`src/design/satq_pkg.sv`:
```
// ============================================================================
// satq_pkg - shared types and constants for the sorted alarm timer queue
// Command codes, field widths and the controller/datapath handshake structs.
// ============================================================================
`default_nettype none

package satq_pkg;

	// Field widths
	localparam int CMD_W     = 2;
	localparam int DELAY_W   = 20;
	localparam int HANDLER_W = 8;
	localparam int PARAM_W   = 32;
	localparam int CTIME_W   = 20;
	localparam int ATIME_W   = 22;
	localparam int POPS_W    = 5;

	// Most results one tick may produce
	localparam int MAX_RESULTS = 16;

	// Command codes
	localparam logic [CMD_W-1:0] CMD_TICK  = 2'd0;
	localparam logic [CMD_W-1:0] CMD_START = 2'd1;
	localparam logic [CMD_W-1:0] CMD_CLEAR = 2'd2;

	// Result kinds
	localparam logic EVT_FIRED = 1'b0;
	localparam logic EVT_ERROR = 1'b1;

	// Controller -> datapath commands
	typedef struct packed {
		logic latch;    // capture the incoming transaction
		logic tick;     // advance time, rebase on wrap, clear pop count
		logic insert;   // insert the latched alarm into the sorted pool
		logic error;    // emit an out-of-timers result
		logic clear;    // drop every pending alarm
		logic pop;      // emit the head alarm and shift the pool down
	} ctrl_cmd_t;

	// Datapath -> controller status
	typedef struct packed {
		logic [CMD_W-1:0] command;
		logic             full;
		logic             head_expired;
		logic             out_free;
	} ctrl_status_t;

endpackage

`default_nettype wire

```
`src/design/satq_ctrl.sv`:
```
// ============================================================================
// satq_ctrl - sequencing state machine for the alarm queue
// Takes one transaction at a time, runs it, and walks the pop loop of a tick.
// ============================================================================
`default_nettype none

module satq_ctrl
	import satq_pkg::*;
(
	input  wire logic         clk,
	input  wire logic         arst_n,
	input  wire logic         req_valid,
	output logic              req_ready,
	input  wire ctrl_status_t status,
	output ctrl_cmd_t         cmd
);

	localparam logic [1:0] ST_IDLE = 2'd0;
	localparam logic [1:0] ST_EXEC = 2'd1;
	localparam logic [1:0] ST_POP  = 2'd2;

	logic [1:0] state_q;
	logic [1:0] state_nxt;

	// Next state and command decode
	always_comb begin
		state_nxt = state_q;
		cmd       = '0;
		req_ready = 1'b0;
		unique case (state_q)
			ST_IDLE: begin
				req_ready = 1'b1;
				if (req_valid) begin
					cmd.latch = 1'b1;
					state_nxt = ST_EXEC;
				end
			end
			ST_EXEC: begin
				unique case (status.command)
					CMD_TICK: begin
						cmd.tick  = 1'b1;
						state_nxt = ST_POP;
					end
					CMD_START: begin
						if (!status.full) begin
							cmd.insert = 1'b1;
							state_nxt  = ST_IDLE;
						end else if (status.out_free) begin
							cmd.error = 1'b1;
							state_nxt = ST_IDLE;
						end
					end
					CMD_CLEAR: begin
						cmd.clear = 1'b1;
						state_nxt = ST_IDLE;
					end
					default: state_nxt = ST_IDLE;
				endcase
			end
			ST_POP: begin
				if (!status.head_expired) begin
					state_nxt = ST_IDLE;
				end else if (status.out_free) begin
					cmd.pop = 1'b1;
				end
			end
			default: state_nxt = ST_IDLE;
		endcase
	end

	// State register
	always_ff @(posedge clk or negedge arst_n) begin
		if (!arst_n) begin
			state_q <= ST_IDLE;
		end else begin
			state_q <= state_nxt;
		end
	end

endmodule

`default_nettype wire

```
`config.mk`:
```
export PLATFORM = sky130hd
export DESIGN_NAME = satq_ctrl
export DESIGN_NICKNAME = d
export VERILOG_FILES = /design/src/design/satq_pkg.sv /design/src/design/satq_ctrl.sv
export SDC_FILE = /design/constraint.sdc
export NUM_CORES = 1
export LEC_CHECK = 0
export BUFFER_PORTS_ARGS = -buffer_cell sky130_fd_sc_hd__clkbuf_2
export CAP_MARGIN = 30
export CELL_PAD_IN_SITES_DETAIL_PLACEMENT = 0
export CELL_PAD_IN_SITES_GLOBAL_PLACEMENT = 1
export CORE_AREA = 3 3 40 42
export DETAILED_ROUTE_END_ITERATION = 6
export DIE_AREA = 0 0 43 45
export PLACE_DENSITY = 0.49
export SLEW_MARGIN = 10
export SYNTH_ARGS = -nofsm -noshare
export SYNTH_HDL_FRONTEND = slang
export SYNTH_SLANG_ARGS = --single-unit
```
`constraint.sdc`:
```
create_clock -name clk -period 1.1 [get_ports clk]
set_input_delay 0.275 -clock clk [delete_from_list [all_inputs] [get_ports clk]]
set_output_delay 0.275 -clock clk [all_outputs]
set_load 0.05 [all_outputs]
```
# ---- Word-level counts from Yosys, hierarchy flattened
# Index checks and enable logic that the tools add are counted.
dict set report word_totals {
  out_inout_bits 7
  inputBits 8
  regBits 2
}
dict set report op_classes {
  n_mux 18
  reduce_logical 3
  eq_ne 7
}
# operator n
set ops {}
lappend ops {{$mux W1} 10}
lappend ops {{$mux W2} 5}
lappend ops {{$pmux W2 S3} 1}
lappend ops {{$eq A2 B1 Y1 const B} 2}
lappend ops {{$eq A2 B2 Y1 const B} 2}
lappend ops {{$logic_not A2 Y1} 2}
lappend ops {{$mux W4} 1}
lappend ops {{$ne A2 B2 Y1 const B} 2}
lappend ops {{$ne A4 B4 Y1 const B} 1}
lappend ops {{$pmux W2 S2} 1}
lappend ops {{$reduce_and A3 Y1} 1}

# ---- Depth between registers and ports, before layout
# Gate-level depths: netlist of the first run.
dict set report logic_depth {
  word_depth 4
  mapped_depth 2
}

# ---- Worst setup path before layout of the first run
# OpenSTA, ideal clock, no wires.
dict set report synth_timing {
  path_type {flip-flop to output port}
  from {reg state_q[1]}
  to {out cmd[1] in the netlist's numbering}
  path_stages_with_launch 3
  path_slack_ps -897
  arrival_ps 1722
  path_cell_list {dfrtp_1 nand2b_4 nor3b_1}
}
# element line
set synth_lines {}
lappend synth_lines {{from (decl)} satq_ctrl.sv:22} ;# logic [1:0] state_q;
lappend synth_lines {{from (signal assigned)} satq_ctrl.sv:76} ;# state_q <= state_nxt;
lappend synth_lines {{to (decl)} satq_ctrl.sv:15} ;# output ctrl_cmd_t cmd

==> impl_metrics.py, run 1 <==
metrics = {
    "clocking": {
        "clk_pin_slew_ns": 0.03,
        "cts-root-buf": "clkbuf_4",
        "clk_latency_ns": 0.22,
        "cts_tree": "yes",
        "htreeDepth": 1,
        "cts_made_buffers": 3,
        "cts.path.max_buffers": 2,
        "cts.sinks": 2,
    },
    "finish": {
        "largest_reg_flops": 2,
        "nets": 54,
        "utilization_pct": 39.1,
        "syn2layout_area_growth_pct": 217,
        "drive_gt1_share_pct": 84.1,
        "regMostFlops": "state_q",
        "top_regs": "state_q: 2 flops",
        "antenna_cells": 0,
        "nFillCells": 135,
    },
    "drt": {
        "drt-initial-drc-count": 1,
        "num_vias": 229,
        "vias_per_cell": 3.88,
        "drc": 0,
        "first_pass_iters": 2,
        "routedWlPerCell_um": 10.5,
        "wirelength_um": 620,
        "drtAntennaViolNets": 0,
    },
    "grt": {
        "grt_pass1_vias": 268,
        "antenna_found_initial": 0,
        "grt_usage_pct": 7.15,
        "grt_max_degree": 6,
        "grt_pass1_wl_um": 966,
        "grt_overflow_total": 0,
    },
    "place": {
        "port-buffer-count": 14,
        "place.gp.congestion": 0.696,
        "hpwl_um": 484,
        "pre_cts_slack_ns": -0.259,
    },
    "critical_path": {
        "r2r_end": "state_q[0]$_DFFE_PN0P_",
        "r2r_start": "state_q[0]$_DFFE_PN0P_",
        "critPathKind": "reg -> out",
        "critPathLaunchType": "register",
        "rrSetupSlack_ns": 0.07,
        "required_ns": 0.82,
        "crit_arrival_ns": 1.25,
        "slowest_delay_ns": 0.37,
        "crit_chain": "nand2b_4, buf_6, nor3_4, buf_12",
        "cpMaxStageDelayCell": "dfrtp_1",
        "crit_fanout": 5,
        "path_buf_inv": 2,
        "crit_family": "simple AND/OR/NAND/NOR gates",
        "r2r.worst_path.cells": 3,
        "cp-end-kind": "output port",
    },
    "timing": {
        "setup_viol": 7,
        "clock.fmax_mhz": 654,
        "finalCriticalPeriod_ns": 1.53,
        "fin_worst_skew_ns": 0.00366,
        "worst_slew_pin_slew_ns": 0.254,
        "worst_slack_ns": -0.430,
        "hold_violations": 0,
        "timing.hold.ws_ns": 0.376,
        "finalSetupTns_ns": -2.31,
        "post-route-period-util_pct": 139,
        "slew_headroom_pct": 83.0,
        "slew_viol_final": 0,
        "grt_setup_unrepaired": "yes",
    },
    "die": {
        "rows": 13,
        "start_util_pct": 12.4,
        "die_area_um2": 1940,
        "fp.coreArea_um2": 1280,
        "dieHeight_um": 45,
        "die_x_um": 43,
        "io_pins": 15,
    },
    "power": {
        "leakage_uw": 0.000229,
        "power_uw": 510,
        "peakVddDrop_v": 0.000433,
        "power.density_nw_per_um2": 1010,
    },
    "yosys": {
        "yosys_warnings": 0,
        "synth_cell_types": 11,
        "syn_inst": 16,
        "synthesis.nets": 24,
        "ys_seq_area_share_pct": 31.5,
        "ys_seq_elements": 2,
        "syn_area_per_cell_um2": 9.93,
        "synthesis.area_um2": 159,
    },
    "status": {
        "violations": "negative setup slack",
        "outcome": "finished, violations left",
    },
    "job": {
        "drv_cap": 0,
    },
    "min_path": {
        "hold_path.class": "in -> async",
    },
}
## routing by layer
layer,share of wire [%],track usage (%),wire (um),up-vias
li1,-,-,-,118
met1,42,7.69,261,106
met2,53,10.5,331,5
met4,0,7.23,0,0
met3,4.4,2.79,27,0
met5,0,0,0,-
## cells in the mapped netlist
cell type	n	share of area (%)
nand2b_4	1	8.7
inv_1	1	2.4
a31o_1	1	5.5
nor3_1	2	6.3
nand3_1	1	3.1
o31ai_1	1	4.7
nor4b_2	2	19
dfrtp_1	2	31
nor3b_1	2	9.4
nor2_1	2	4.7
nand3b_1	1	4.7
## power by group
part	internal, uW	switching [uW]	total, uW
clock network	120	36.1	156
registers	82.4	9.05	91.5
logic	132	131	262
## what timing repair did
action	4_1_cts	5_1_grt
hold endpoints to repair	2	0
endpoints found under the setup margin	7	7
pin swaps	1	1
hold buffers	1	0
buffers inserted	1	1
gates resized for setup	11	4
## cell usage in the layout (no fill, tap or decap), types with 2 or more instances in the layout
cell,instances
buf_6,2
buf_8,2
clkbuf_2,7
buf_12,3
clkbuf_8,2
buf_4,8
clkbuf_4,3
nor2_4,2
## cell type report
type | instances | area [um2] | area share (%)
well taps | 15 | 18.8 | 3.73
multi-input cells | 13 | 161 | 32.1
repair buffers | 25 | 245 | 48.8
inverters | 1 | 3.75 | 0.746
clock buffers | 3 | 22.5 | 4.48
flip-flops and latches | 2 | 51.3 | 10.2
## kinds of logic after synthesis
group	Yosys count	synth area share (%)
and+or+nand+nor	11	55.9
DFF	2	31.5
buffers and inverters	1	2.36
AOI/OAI and AO/OA	2	10.2
## worst max path at each step
| stage | cells after the start | endpoint | slack, ns | startpoint |
|---|---|---|---|---|
| 6_report | 4 | cmd[2] | -0.43 | state_q[1]$_DFFE_PN0P_ |
| 5_1_grt | 4 | cmd[2] | -0.47 | state_q[1]$_DFFE_PN0P_ |
| 4_1_cts | 4 | cmd[2] | -0.45 | state_q[1]$_DFFE_PN0P_ |
| 3_5_place_dp | 4 | cmd[2] | -0.26 | state_q[1]$_DFFE_PN0P_ |
| 3_3_place_gp | 4 | cmd[2] | -0.24 | state_q[1]$_DFFE_PN0P_ |
| 2_1_floorplan | 2 | cmd[4] | -0.41 | state_q[1]$_DFFE_PN0P_ |
## stage by stage
stage	area, um2	instances
global route	503	59
detailed placement	402	53
global placement	402	53
floorplan	208	16
CTS	488	58
finish	503	59
Note: power is estimated with default switching activity, not from simulation.
==> inputs of run 2 (changes only) <==
- PLACE_DENSITY: 0.49 -> 0.46
- SKIP_LAST_GASP: default -> 1
==> run 2 against run 1 <==
  * Highest routed layer unchanged
  * Global-route usage up 1.1 points
  * The run still ends with negative setup slack left
  * Non-clock buffer count up 4
  * Utilization up 1.8 points
  * Sequential share of layout area down 0.44 points
  * Largest power group unchanged
  * First-iteration DRC count down 100%
  * Flip-flop and latch count unchanged
  * Design area up 4.5%
  * Critical endpoint is now cmd[1]
  * Combinational power about the same
==> impl_metrics.py, run 2 (synthesis results as in run 1) <==
metrics = {
    "power": {
        "leakage_uw": 0.000244,
        "power.density_nw_per_um2": 987,
        "peakVddDrop_v": 0.000482,
    },
    "grt": {
        "grt_pass1_vias": 280,
        "grt_pass1_wl_um": 1120,
        "grt_usage_pct": 8.24,
        "grt_max_degree": 6,
        "antenna_found_initial": 0,
        "grt_overflow_total": 0,
    },
    "finish": {
        "final_cell_mix": "buf_4 (13), clkbuf_2 (7), clkbuf_4 (3), buf_8 (3), buf_12 (3)",
        "largest_reg_flops": 2,
        "final_common_cell": "buf_4",
        "antenna_cells": 0,
        "drive_gt1_share_pct": 85.4,
        "nFillCells": 128,
        "top_regs": "state_q: 2 flops",
        "multi_input_area_um2": 156,
        "regArea_um2": 51.3,
        "regMostFlops": "state_q",
        "syn2layout_area_growth_pct": 231,
        "nets": 58,
    },
    "critical_path": {
        "critPathKind": "reg -> out",
        "rrSetupSlack_ns": -0.13,
        "slowest_delay_ns": 0.36,
        "critPathLaunchType": "register",
        "crit_arrival_ns": 1.26,
        "cp-end-kind": "output port",
        "required_ns": 0.82,
        "cpMaxStageDelayCell": "dfrtp_1",
        "crit_fanout": 4,
        "crit_chain": "nand2b_4, buf_12, nor3b_4, buf_12",
        "crit_top_cell": "buf_12",
    },
    "timing": {
        "grt_setup_unrepaired": "yes",
        "fin_worst_skew_ns": 0.00529,
        "finalCriticalPeriod_ns": 1.53,
        "post-route-period-util_pct": 139,
        "hold_violations": 0,
        "slew_headroom_pct": 85.7,
        "setup_viol": 8,
        "slew_viol_final": 0,
        "worst_slack_ns": -0.434,
        "worst_slew_pin_slew_ns": 0.214,
        "clock.fmax_mhz": 652,
        "timing.hold.ws_ns": 0.369,
        "finalSetupTns_ns": -2.59,
    },
    "clocking": {
        "clk_pin_slew_ns": 0.03,
        "cts_tree": "yes",
        "cts.path.max_buffers": 2,
        "clk_latency_ns": 0.23,
        "cts_made_buffers": 3,
        "cts.sinks": 2,
        "htreeDepth": 1,
        "cts-root-buf": "clkbuf_4",
    },
    "die": {
        "rows": 13,
        "die_area_um2": 1940,
        "dieHeight_um": 45,
        "fp.coreArea_um2": 1280,
        "die_x_um": 43,
        "io_pins": 15,
        "start_util_pct": 12.4,
    },
    "place": {
        "place.gp.congestion": 0.667,
        "hpwl_um": 494,
        "port-buffer-count": 14,
    },
    "drt": {
        "routedWlPerCell_um": 9.59,
        "vias_per_cell": 3.95,
        "first_pass_iters": 1,
        "drtAntennaViolNets": 0,
        "wirelength_um": 604,
        "num_vias": 249,
        "drt-initial-drc-count": 0,
        "drc": 0,
    },
    "min_path": {
        "hold_path.class": "in -> async",
    },
    "job": {
        "drv_cap": 0,
    },
    "status": {
        "violations": "negative setup slack",
        "outcome": "finished, violations left",
    },
}
## run 2: cell count changes in the layout (fill, tap and decap cells not counted), sizes merged
cell and delta:
buf +5, clkbuf -1
## run 2: path summary, 6_finish.rpt
path	endpoint	cells after the start	from
worst max-delay path	cmd[1]	4	state_q[1]$_DFFE_PN0P_
worst min-delay path	state_q[0]$_DFFE_PN0P_	2	arst_n
worst max register to register	state_q[1]$_DFFE_PN0P_	5	state_q[0]$_DFFE_PN0P_
worst min register to register	state_q[1]$_DFFE_PN0P_	2	state_q[1]$_DFFE_PN0P_
max in group asynchronous	state_q[0]$_DFFE_PN0P_	2	arst_n
min in group clk	state_q[1]$_DFFE_PN0P_	3	status[3]
## run 2: per-layer routing
metal	GRT usage [%]	wire (um)	up-vias
met5	0	0	-
met4	1.81	0	0
met3	7.97	89	0
met2	12.3	284	14
met1	8.43	230	108
li1	-	-	127
## run 2: critical path: cells and delay by family (launching register included)
family	cells	cell delay (ns)
buffers and inverters	2	0.29
and+or+nand+nor	2	0.38
DFF	1	0.36
## run 2: stage by stage
step | cell area [um2] | utilization, % | total power [uW] | std cells | setup WS (ns)
CTS | 510 | 39.7 | 523 | 62 | -0.456
global placement | 422 | 32.8 | 314 | 56 | -0.246
finish | 526 | 40.9 | 519 | 63 | -0.434
floorplan | 208 | - | 204 | 16 | -0.405
detailed placement | 422 | 32.8 | 316 | 56 | -0.266
global route | 526 | 40.9 | 558 | 63 | -0.505
## run 2: area by class of cell
type	instances	share of cell area (%)
inverters	1	0.714
clock buffers	3	4.29
flip-flops and latches	2	9.76
multi-input cells	13	29.8
repair buffers	29	51.9
well taps	15	3.57
## run 2: where the power goes
group | internal, uW | total, uW | switching, uW
combinational | 136 | 262 | 126
clock | 120 | 164 | 43.2
sequential | 82.4 | 93.0 | 10.6
total | 339 | 519 | 180
## run 2: repair_timing
action	4_1_cts	5_1_grt
endpoints found under the setup margin	7	8
endpoints found under the hold margin	2	0
gates resized for setup	11	5
hold buffers	1	0
pin swaps	1	0
setup buffers	2	1
==> inputs of run 3 (changes only) <==
- SKIP_LAST_GASP: 1 -> default
==> run 3 against run 2 <==
  * The flow still finishes with violations (negative setup slack)
  * Utilization is 0.19 points higher
  * Fmax about the same
  * Critical path depth unchanged
  * Die area unchanged
  * Final cell count is the same
  * First-iteration DRC count is the same
  * Worst hold slack is the same
  * Clock power is essentially flat
  * Total power barely moved
  * Count of clock-buffer cells in the layout did not move
  * Sequential power is essentially flat
  * Largest cell class unchanged
==> impl_metrics.py, run 3 (synthesis results as in run 1) <==
metrics = {
    "job": {
        "drv_cap": 0,
    },
    "place": {
        "placed_area_um2": 422,
        "place.gp.congestion": 0.667,
        "pre_cts_slack_ns": -0.266,
        "hpwl_um": 494,
        "port-buffer-count": 14,
    },
    "drt": {
        "num_vias": 249,
        "drt-initial-drc-count": 0,
        "drtAntennaViolNets": 0,
        "routedWlPerCell_um": 9.62,
        "first_pass_iters": 1,
        "drc": 0,
        "wirelength_um": 606,
        "vias_per_cell": 3.95,
    },
    "critical_path": {
        "crit_fanout": 4,
        "required_ns": 0.82,
        "r2r.worst_path.cells": 5,
        "crit_arrival_ns": 1.26,
        "critPathKind": "reg -> out",
        "slowest_delay_ns": 0.36,
        "cpMaxStageDelayCell": "dfrtp_1",
        "crit_chain": "nand2b_4, buf_12, nor3b_4, buf_12",
        "critPathLaunchType": "register",
        "cp-end-kind": "output port",
        "crit_cells": 4,
        "crit_top_cell": "buf_12",
        "crit_family": "simple AND/OR/NAND/NOR gates",
        "path_buf_inv": 2,
    },
    "timing": {
        "setup_viol": 8,
        "post-route-period-util_pct": 139,
        "worst_slew_pin_slew_ns": 0.214,
        "slew_headroom_pct": 85.7,
        "clock.fmax_mhz": 652,
        "fin_worst_skew_ns": 0.00529,
        "grt_setup_unrepaired": "yes",
        "slew_viol_final": 0,
        "hold_violations": 0,
        "worst_slack_ns": -0.434,
        "finalCriticalPeriod_ns": 1.53,
    },
    "power": {
        "p_sw_uw": 180,
        "sw_frac_of_total_pct": 34.7,
        "pwr-share-comb_pct": 50.6,
        "peakVddDrop_v": 0.000482,
        "power.density_nw_per_um2": 983,
        "internal-power_uw": 339,
        "clkPwrFrac_pct": 31.5,
        "pwr-share-seq_pct": 17.9,
        "power_uw": 519,
        "leakage_uw": 0.000245,
    },
    "grt": {
        "grt_usage_pct": 8.33,
        "grt_pass1_vias": 284,
        "grt_overflow_total": 0,
        "grt_max_degree": 6,
        "antenna_found_initial": 0,
        "grt_pass1_wl_um": 1130,
    },
    "die": {
        "rows": 13,
        "dieHeight_um": 45,
        "io_pins": 15,
        "die_area_um2": 1940,
        "start_util_pct": 12.4,
        "die_x_um": 43,
        "fp.coreArea_um2": 1280,
    },
    "clocking": {
        "cts_tree": "yes",
        "cts_made_buffers": 3,
        "cts.path.max_buffers": 2,
        "htreeDepth": 1,
        "cts-root-buf": "clkbuf_4",
        "clk_latency_ns": 0.23,
        "cts.sinks": 2,
        "clk_pin_slew_ns": 0.03,
    },
    "finish": {
        "regMostFlops": "state_q",
        "syn2layout_area_growth_pct": 232,
        "drive_gt1_share_pct": 85.4,
        "final_common_cell": "buf_4",
        "antenna_cells": 0,
        "nets": 58,
        "fin_area_um2": 528,
        "largest_reg_flops": 2,
        "final_cell_mix": "buf_4 (13), clkbuf_2 (7), clkbuf_4 (3), buf_8 (3), buf_12 (3)",
        "top_regs": "state_q: 2 flops",
    },
    "min_path": {
        "hold_path.class": "in -> async",
    },
    "status": {
        "violations": "negative setup slack",
        "outcome": "finished, violations left",
    },
}
## run 3: per-layer routing
| metal | wire, um | GRT usage (%) | vias to the layer above |
|---|---|---|---|
| met5 | 0 | 0 | - |
| met4 | 0 | 1.81 | 0 |
| met3 | 87 | 7.97 | 0 |
| met2 | 284 | 12.3 | 14 |
| met1 | 234 | 8.67 | 108 |
| li1 | - | - | 127 |
## run 3: worst reg2reg max path, stage by stage (launching register included)
cell      delay [ns]
dfrtp_2         0.44
nand3b_1        0.24
buf_4           0.17
buf_4           0.12
buf_4           0.12
o31ai_1         0.05
## run 3: power groups by stage
| stage | clock network [uW] | logic (uW) | registers [uW] |
|---|---|---|---|
| final | 164 | 263 | 93.0 |
| after global routing | 186 | 278 | 94.4 |
| after CTS | 172 | 259 | 92.8 |
| after detailed placement | 0 | 224 | 92.0 |
| after global placement | 0 | 223 | 91.8 |
| after floorplan | 0 | 111 | 92.8 |
## run 3: final timing paths
path | from | slack [ns] | end
min in group clk | status[3] | 0.41 | state_q[1]$_DFFE_PN0P_
setup / recovery | state_q[1]$_DFFE_PN0P_ | -0.43 | cmd[1]
max in group asynchronous | arst_n | 0.62 | state_q[0]$_DFFE_PN0P_
hold / removal | arst_n | 0.37 | state_q[0]$_DFFE_PN0P_
hold reg to reg | state_q[1]$_DFFE_PN0P_ | 0.62 | state_q[1]$_DFFE_PN0P_
setup reg to reg | state_q[0]$_DFFE_PN0P_ | -0.13 | state_q[1]$_DFFE_PN0P_
## run 3: layout make-up
class                   instances  area (um2)
inverters                       1        3.75
flip-flops and latches          2        51.3
multi-input cells              13         156
fillers                       129         757
clock buffers                   3        22.5
repair buffers                 29         275
well taps                      15        18.8
## run 3: timing repair
item,in CTS,in global routing
pin swaps,1,0
gates resized for setup,12,3
hold buffers,1,0
endpoints found under the hold margin,2,0
gates cloned,0,0
buffers inserted,2,1
endpoints found under the setup margin,7,8
## run 3: through the flow
step | hold WS, ns | setup TNS (ns) | util [%] | std cells
6_report | 0.369 | -2.63 | 41.1 | 63
5_1_grt | 0.379 | -3.19 | 41.1 | 63
4_1_cts | 0.368 | -2.65 | 40.2 | 62
3_5_place_dp | 0.0639 | -1.40 | 32.8 | 56
3_3_place_gp | 0.0647 | -1.32 | 32.8 | 56
2_1_floorplan | -0.0206 | -2.32 | - | 16
